`config.mk`:
```
export PLATFORM = sky130hd
export DESIGN_NAME = wsp_map
export DESIGN_NICKNAME = d
export VERILOG_FILES = /design/src/rtl/core/wsp_pkg.sv /design/src/rtl/core/wsp_map.sv
export SDC_FILE = /design/constraint.sdc
export NUM_CORES = 2
export LEC_CHECK = 0
export BUFFER_PORTS_ARGS = -buffer_cell sky130_fd_sc_hd__buf_2
export CAP_MARGIN = 20
export CORE_UTILIZATION = 57
export CTS_CLUSTER_DIAMETER = 100
export DETAILED_ROUTE_END_ITERATION = 12
export GPL_TIMING_DRIVEN = 0
export MAX_ROUTING_LAYER = met4
export PLACE_DENSITY_LB_ADDON = 0.05
export SLEW_MARGIN = 20
export SYNTH_ARGS = -nofsm -noshare
export SYNTH_HDL_FRONTEND = slang
export SYNTH_SLANG_ARGS = --single-unit
```
`constraint.sdc`:
```
create_clock -name clk -period 6.18 [get_ports clk]
set_input_delay 1.236 -clock clk [delete_from_list [all_inputs] [get_ports clk]]
set_output_delay 1.236 -clock clk [all_outputs]
set_load 0.05 [all_outputs]
```
`src/rtl/core/wsp_pkg.sv`:
```
// ----------------------------------------------------------------------------
// wsp_pkg
// Shared types, constants and the divider step for the world-to-screen
// projection pipeline.
// ----------------------------------------------------------------------------
`default_nettype none
package wsp_pkg;

	localparam int BITS_PER_STEP = 2;
	localparam int QUO_W         = 32;
	localparam int DIV_STEPS     = QUO_W / BITS_PER_STEP;

	localparam logic signed [31:0] ONE_Q16 = 32'sd65536;

	typedef enum logic [2:0] {
		REG_ROW0     = 3'd0,
		REG_ROW1     = 3'd1,
		REG_ROW2     = 3'd2,
		REG_ROW3     = 3'd3,
		REG_VIEWPORT = 3'd4,
		REG_VIEW_OK  = 3'd5
	} cfg_idx_t;

	typedef logic [3:0][63:0] matrix_t;

	typedef struct packed {
		logic valid;
		logic op;
		logic rej;
	} ctl_t;

	typedef struct packed {
		logic [31:0] rem;
		logic [31:0] num;
	} div_pair_t;

	// One pipeline step of restoring division. The remaining dividend bits
	// shift out of the top of num while quotient bits shift into its bottom.
	function automatic div_pair_t div_step(logic [31:0] rem, logic [31:0] num,
		logic [31:0] den);
		div_pair_t  res;
		logic [32:0] t;
		logic [31:0] r;
		logic [31:0] n;
		r = rem;
		n = num;
		for (int b = 0; b < BITS_PER_STEP; b++) begin
			t = {r, n[31]};
			n = {n[30:0], 1'b0};
			if (t >= {1'b0, den}) begin
				t    = t - {1'b0, den};
				n[0] = 1'b1;
			end
			r = t[31:0];
		end
		res.rem = r;
		res.num = n;
		return res;
	endfunction

endpackage
`default_nettype wire

```
`src/rtl/core/wsp_map.sv`:
```
// ----------------------------------------------------------------------------
// wsp_map
// Range tests and clamping of the normalized point, then the viewport
// mapping with y flipped and saturation. The last stage is the output word.
// ----------------------------------------------------------------------------
`default_nettype none
module wsp_map import wsp_pkg::*; (
	input  wire logic               clk,
	input  wire logic               arst_n,
	input  wire logic               en,
	input  wire ctl_t               ctl_in,
	input  wire logic [31:0]        mag [3],
	input  wire logic [2:0]         neg,
	input  wire logic [63:0]        vp,
	input  wire logic               view_ok,
	output logic                    out_valid,
	output logic                    visible,
	output logic signed [31:0]      screen_x,
	output logic signed [31:0]      screen_y,
	output logic                    clamped
);

	ctl_t               ctl_s1;
	ctl_t               ctl_s2;
	logic               valid_s3;
	logic [17:0]        ux_s1;
	logic [17:0]        uy_s1;
	logic               flag_s1;
	logic               flag_s2;
	logic [33:0]        px_s2;
	logic [33:0]        py_s2;
	logic               vis_s3;
	logic signed [31:0] sx_s3;
	logic signed [31:0] sy_s3;
	logic               clamp_s3;

	logic signed [32:0] v [3];
	logic signed [31:0] ndc [3];
	logic [2:0]         ovf;
	logic               z_bad;
	logic               x_out;
	logic               y_out;
	logic signed [31:0] cx;
	logic signed [31:0] cy;
	logic signed [32:0] ux;
	logic signed [32:0] uy;
	logic               rej;
	logic               flag;
	logic signed [35:0] sx;
	logic signed [35:0] sy;
	logic               vis;

	function automatic logic signed [31:0] sat32(logic signed [35:0] a);
		if (a[35:31] == {5{a[31]}}) return a[31:0];
		return a[35] ? 32'sh8000_0000 : 32'sh7FFF_FFFF;
	endfunction

	function automatic logic signed [31:0] clamp_unit(logic signed [31:0] a);
		if (a < -ONE_Q16) return -ONE_Q16;
		if (a > ONE_Q16) return ONE_Q16;
		return a;
	endfunction

	always_comb begin
		for (int l = 0; l < 3; l++) begin
			v[l]   = neg[l] ? -$signed({1'b0, mag[l]}) : $signed({1'b0, mag[l]});
			ovf[l] = (v[l][32] != v[l][31]);
			ndc[l] = v[l][31:0];
		end
		z_bad = (ndc[2] < 32'sd0) || (ndc[2] > ONE_Q16);
		x_out = (ndc[0] < -ONE_Q16) || (ndc[0] > ONE_Q16);
		y_out = (ndc[1] < -ONE_Q16) || (ndc[1] > ONE_Q16);
		cx    = clamp_unit(ndc[0]);
		cy    = clamp_unit(ndc[1]);
		rej   = ctl_in.rej | (|ovf) | z_bad | (!ctl_in.op & (x_out | y_out));
		flag  = ctl_in.op & (x_out | y_out);
		ux    = 33'(cx) + 33'(ONE_Q16);
		uy    = 33'(ONE_Q16) - 33'(cy);
		sx    = 36'($signed({vp[15:0], 16'b0})) + $signed({3'b0, px_s2[33:1]});
		sy    = 36'($signed({vp[31:16], 16'b0})) + $signed({3'b0, py_s2[33:1]});
		vis   = !ctl_s2.rej & view_ok;
	end

	always_ff @(posedge clk or negedge arst_n) begin
		if (!arst_n) begin
			ctl_s1   <= '0;
			ctl_s2   <= '0;
			valid_s3 <= 1'b0;
		end else if (en) begin
			ctl_s1   <= '{valid: ctl_in.valid, op: ctl_in.op, rej: rej};
			ctl_s2   <= ctl_s1;
			valid_s3 <= ctl_s2.valid;
		end
	end

	always_ff @(posedge clk) begin
		if (en) begin
			ux_s1    <= ux[17:0];
			uy_s1    <= uy[17:0];
			flag_s1  <= flag;
			px_s2    <= ux_s1 * vp[47:32];
			py_s2    <= uy_s1 * vp[63:48];
			flag_s2  <= flag_s1;
			vis_s3   <= vis;
			sx_s3    <= vis ? sat32(sx) : '0;
			sy_s3    <= vis ? sat32(sy) : '0;
			clamp_s3 <= vis & flag_s2;
		end
	end

	assign out_valid = valid_s3;
	assign visible   = vis_s3;
	assign screen_x  = sx_s3;
	assign screen_y  = sy_s3;
	assign clamped   = clamp_s3;

endmodule
`default_nettype wire

```
==> results.yml <==
outcome:
  run_status: "finished, violations left"
  violated_checks: "negative setup slack"
yosys:
  yosys_register_bits: 175
  share_of_yosys_cell_area_claimed_by_the_top_area_cell_type: 0.303
  postSynthAreaPerCell_um2: 9.21
  yosys.cell_types.count: 69
  postSynth.topFlopCell: "sky130_fd_sc_hd__edfxtp_1"
  synthMostInstantiatedCell: "sky130_fd_sc_hd__inv_1"
  synth.yosys.seq_area_share: 0.177
  net_count_of_the_mapped_netlist: 4073
  ys_async_rst_share: 0.0286
  synthesis.area_um2: 29500
  synth_edf_count: 170
  synthTopCellsByCount: "sky130_fd_sc_hd__inv_1, sky130_fd_sc_hd__fa_1, sky130_fd_sc_hd__nand2_1, sky130_fd_sc_hd__and2_1, sky130_fd_sc_hd__ha_1"
  warning_count_from_the_yosys_run: 0
  synth_area_leaders: "sky130_fd_sc_hd__fa_1, sky130_fd_sc_hd__edfxtp_1, sky130_fd_sc_hd__ha_1"
  yosys.area.top_type: "sky130_fd_sc_hd__fa_1"
  netlist_instances: 3205
sta:
  tightest_slew_ns: 1.03
  clock-skew-final_ns: 0.0198
  tightest_slew_margin_relative_to_the_limit: 0.306
  finalCriticalPeriod_ns: 6.64
  report.final.setup_viol: 27
  timing.final.crit_share: 1.07
  setup_total_negative_slack_ns: -6.41
  rsz0062_at_grt: "true"
  report.final.hold_viol_count: 0
  max_freq_mhz: 151
  final_max_slew_viol_count: 0
  setup_ws_ns: -0.459
hold_path:
  worstHoldPathCells: 1
  hold_end: "ctl_s1[2]"
  hp-class: "reg2reg"
  holdCritStartpoint: "ctl_s1[2]"
global_route:
  grt_start_max_net_pins: 98
  number_of_global_route_vias_before_repair: 24500
  grt_first_pass_wirelength_um: 129000
  grt_util_all_layers: 0.326
  antenna_found_initial: 4
  gr-total-overflow: 0
clocking:
  clock_latency_ns: 0.50
  ctsLongestPathBuffers: 2
  post_cts_hold_buffer_count: 0
  cts_made_buffers: 17
  clock-root-buffer: "sky130_fd_sc_hd__clkbuf_16"
  tritoncts_num_sinks: 175
  h-tree-depth: 4
  cts.clk_slew.worst_paths_ns: 0.07
  tritoncts: "done"
detailed_routing:
  postRouteAntennaNets: 0
  totalWireLength_um: 81800
  drt_pre_antenna_iters: 6
  routed_wire_length_per_instance_um: 19.3
  vias_per_cell: 5.63
  dr.first_iter.drc_count: 1386
  detailroute.via_count: 23800
  detail_route.drc_violations: 0
floorplan:
  start_util: 0.576
  design.core.area_um2: 51200
  die_outline_area_um2: 52700
  placementRows: 83
  fp.dieW_um: 230
  die_h_um: 230
  top_level_ports: 237
worst_setup_path:
  setup.worst_path.end_class: "register"
  r2r_setup_slack_ns: -0.37
  critical_path.startpoint_type: "primary input"
  timing.critical_path.required_ns: 6.41
  worst_r2r_path_depth: 22
  critical_path_arrival_ns: 6.87
  path_class: "in2reg"
  rr_endpoint: "px_s2[32]"
  crit_fanout: 9
  worst_reg2reg_startpoint: "ux_s1[10]"
layout:
  finalCoreUtilization: 0.680
  fraction_of_final_layout_cells_with_drive_strength_greater_than_1: 0.177
  syn2layout_area_growth_pct: 17.9
  final-seq-area_um2: 5230
  area_used_by_multi_input_combinational_logic_um2: 22600
  instances_no_fill: 4237
  nNetsFinal: 4408
  final.fill_count: 4006
place:
  detailed_place_hpwl_um: 64400
  placed_cells: 4103
  place_congestion: 0.960
  dpl_worst_slack_ns: -1.28
  port_buffers: 216
run:
  drv_cap: 0
cell families after synthesis:
kind of cell | Yosys count | synth area share
AND/OR/NAND/NOR | 1036 | 0.174
adder cells (fa/ha/maj) | 698 | 0.409
buffers and inverters | 678 | 0.0869
AO/OA/AOI/OAI | 439 | 0.0975
flip-flops | 175 | 0.177
XOR/XNOR | 156 | 0.0463
multiplexers | 23 | 0.00835
routing by layer:
layer  track usage  routed length, µm  part of all wire  vias up
met3        0.0797               7770             0.095      141
met4        0.0910               1840             0.022        0
li1              -                  -                 -    11000
met5             -                  0                 0        -
met1         0.438              35700              0.44    11700
met2         0.490              36500              0.45      989
worst max-delay path by stage:
stage,start,depth (start not counted),slack [ns],to
3_3_place_gp,vp[46],23,-1.25,px_s2[32]
5_1_grt,vp[38],24,-0.58,px_s2[32]
2_1_floorplan,vp[38],23,-0.42,px_s2[32]
4_1_cts,vp[38],24,-0.32,px_s2[32]
6_report,vp[35],23,-0.46,px_s2[32]
3_5_place_dp,vp[46],23,-1.28,px_s2[32]
state kept, by name, indices dropped and copies added, names as in the netlist:
signal,flops
px_s2,33
py_s2,33
screen_x,32
screen_y,32
ux_s1,18
uy_s1,18
ctl_s1,2
ctl_s2,2
clamped,1
flag_s1,1
flag_s2,1
out_valid,1
visible,1
final cells by class:
| class | count | share of cell area |
|---|---|---|
| multi-input combinational | 2352 | 0.651 |
| tap | 680 | 0.0245 |
| clock inverter | 15 | 0.00543 |
| buffer | 128 | 0.0351 |
| sequential | 175 | 0.150 |
| antenna | 4 | 0.000288 |
| inverter | 549 | 0.0592 |
| clock buffer | 17 | 0.0122 |
| timing repair buffer | 317 | 0.0623 |
critical path, stage by stage:
cell and delay, ns:
sky130_fd_sc_hd__buf_8 0.12, sky130_fd_sc_hd__clkbuf_16 0.16, sky130_fd_sc_hd__nand2_2 0.07, sky130_fd_sc_hd__fa_1 0.60, sky130_fd_sc_hd__fa_1 0.45, sky130_fd_sc_hd__fa_2 0.54
sky130_fd_sc_hd__inv_2 0.04, sky130_fd_sc_hd__fa_1 0.47, sky130_fd_sc_hd__fa_1 0.50, sky130_fd_sc_hd__inv_1 0.05, sky130_fd_sc_hd__fa_2 0.58, sky130_fd_sc_hd__inv_2 0.06
sky130_fd_sc_hd__ha_4 0.24, sky130_fd_sc_hd__a21oi_4 0.15, sky130_fd_sc_hd__o21ai_2 0.07, sky130_fd_sc_hd__a21o_1 0.20, sky130_fd_sc_hd__a221oi_4 0.29, sky130_fd_sc_hd__nand2_2 0.12
sky130_fd_sc_hd__a31o_4 0.29, sky130_fd_sc_hd__a211oi_4 0.27, sky130_fd_sc_hd__o31ai_2 0.11, sky130_fd_sc_hd__a21oi_1 0.15, sky130_fd_sc_hd__xnor2_1 0.10
placed cells by master (no fill, tap or decap), types with 28 or more instances in the layout:
cell type | netlist | routed
sky130_fd_sc_hd__inv_1 | 549 | 521
sky130_fd_sc_hd__nand2_1 | 410 | 384
sky130_fd_sc_hd__and2_1 | 271 | 257
sky130_fd_sc_hd__nor3_1 | 35 | 33
sky130_fd_sc_hd__a21oi_1 | 103 | 85
sky130_fd_sc_hd__nor2_1 | 128 | 121
sky130_fd_sc_hd__clkbuf_16 | 0 | 45
sky130_fd_sc_hd__edfxtp_1 | 170 | 170
sky130_fd_sc_hd__xnor2_1 | 95 | 91
sky130_fd_sc_hd__o21ai_0 | 90 | 80
sky130_fd_sc_hd__clkbuf_1 | 118 | 50
sky130_fd_sc_hd__buf_4 | 0 | 81
sky130_fd_sc_hd__fa_1 | 446 | 419
sky130_fd_sc_hd__xor2_1 | 61 | 61
sky130_fd_sc_hd__buf_2 | 2 | 198
sky130_fd_sc_hd__inv_2 | 0 | 28
sky130_fd_sc_hd__a21o_1 | 63 | 63
sky130_fd_sc_hd__o21a_1 | 37 | 37
sky130_fd_sc_hd__ha_1 | 252 | 228
repair_timing:
action | 4_1_cts | 5_1_grt
endpoints found under the setup margin | 31 | 31
buffers inserted | 81 | 19
gates resized for setup | 220 | 82
pin swaps | 130 | 79
gates cloned | 2 | 0
per-stage QoR:
step           area (µm²)  hold WS, ns
3_3_place_gp        32100        0.485
2_1_floorplan       30200        0.400
4_1_cts             34300        0.511
6_report            34800        0.513
5_1_grt             34800        0.536
3_5_place_dp        32200        0.494
Power is not shown: default switching activity piles up to over one toggle a cycle in this logic, so the estimate is an artifact.
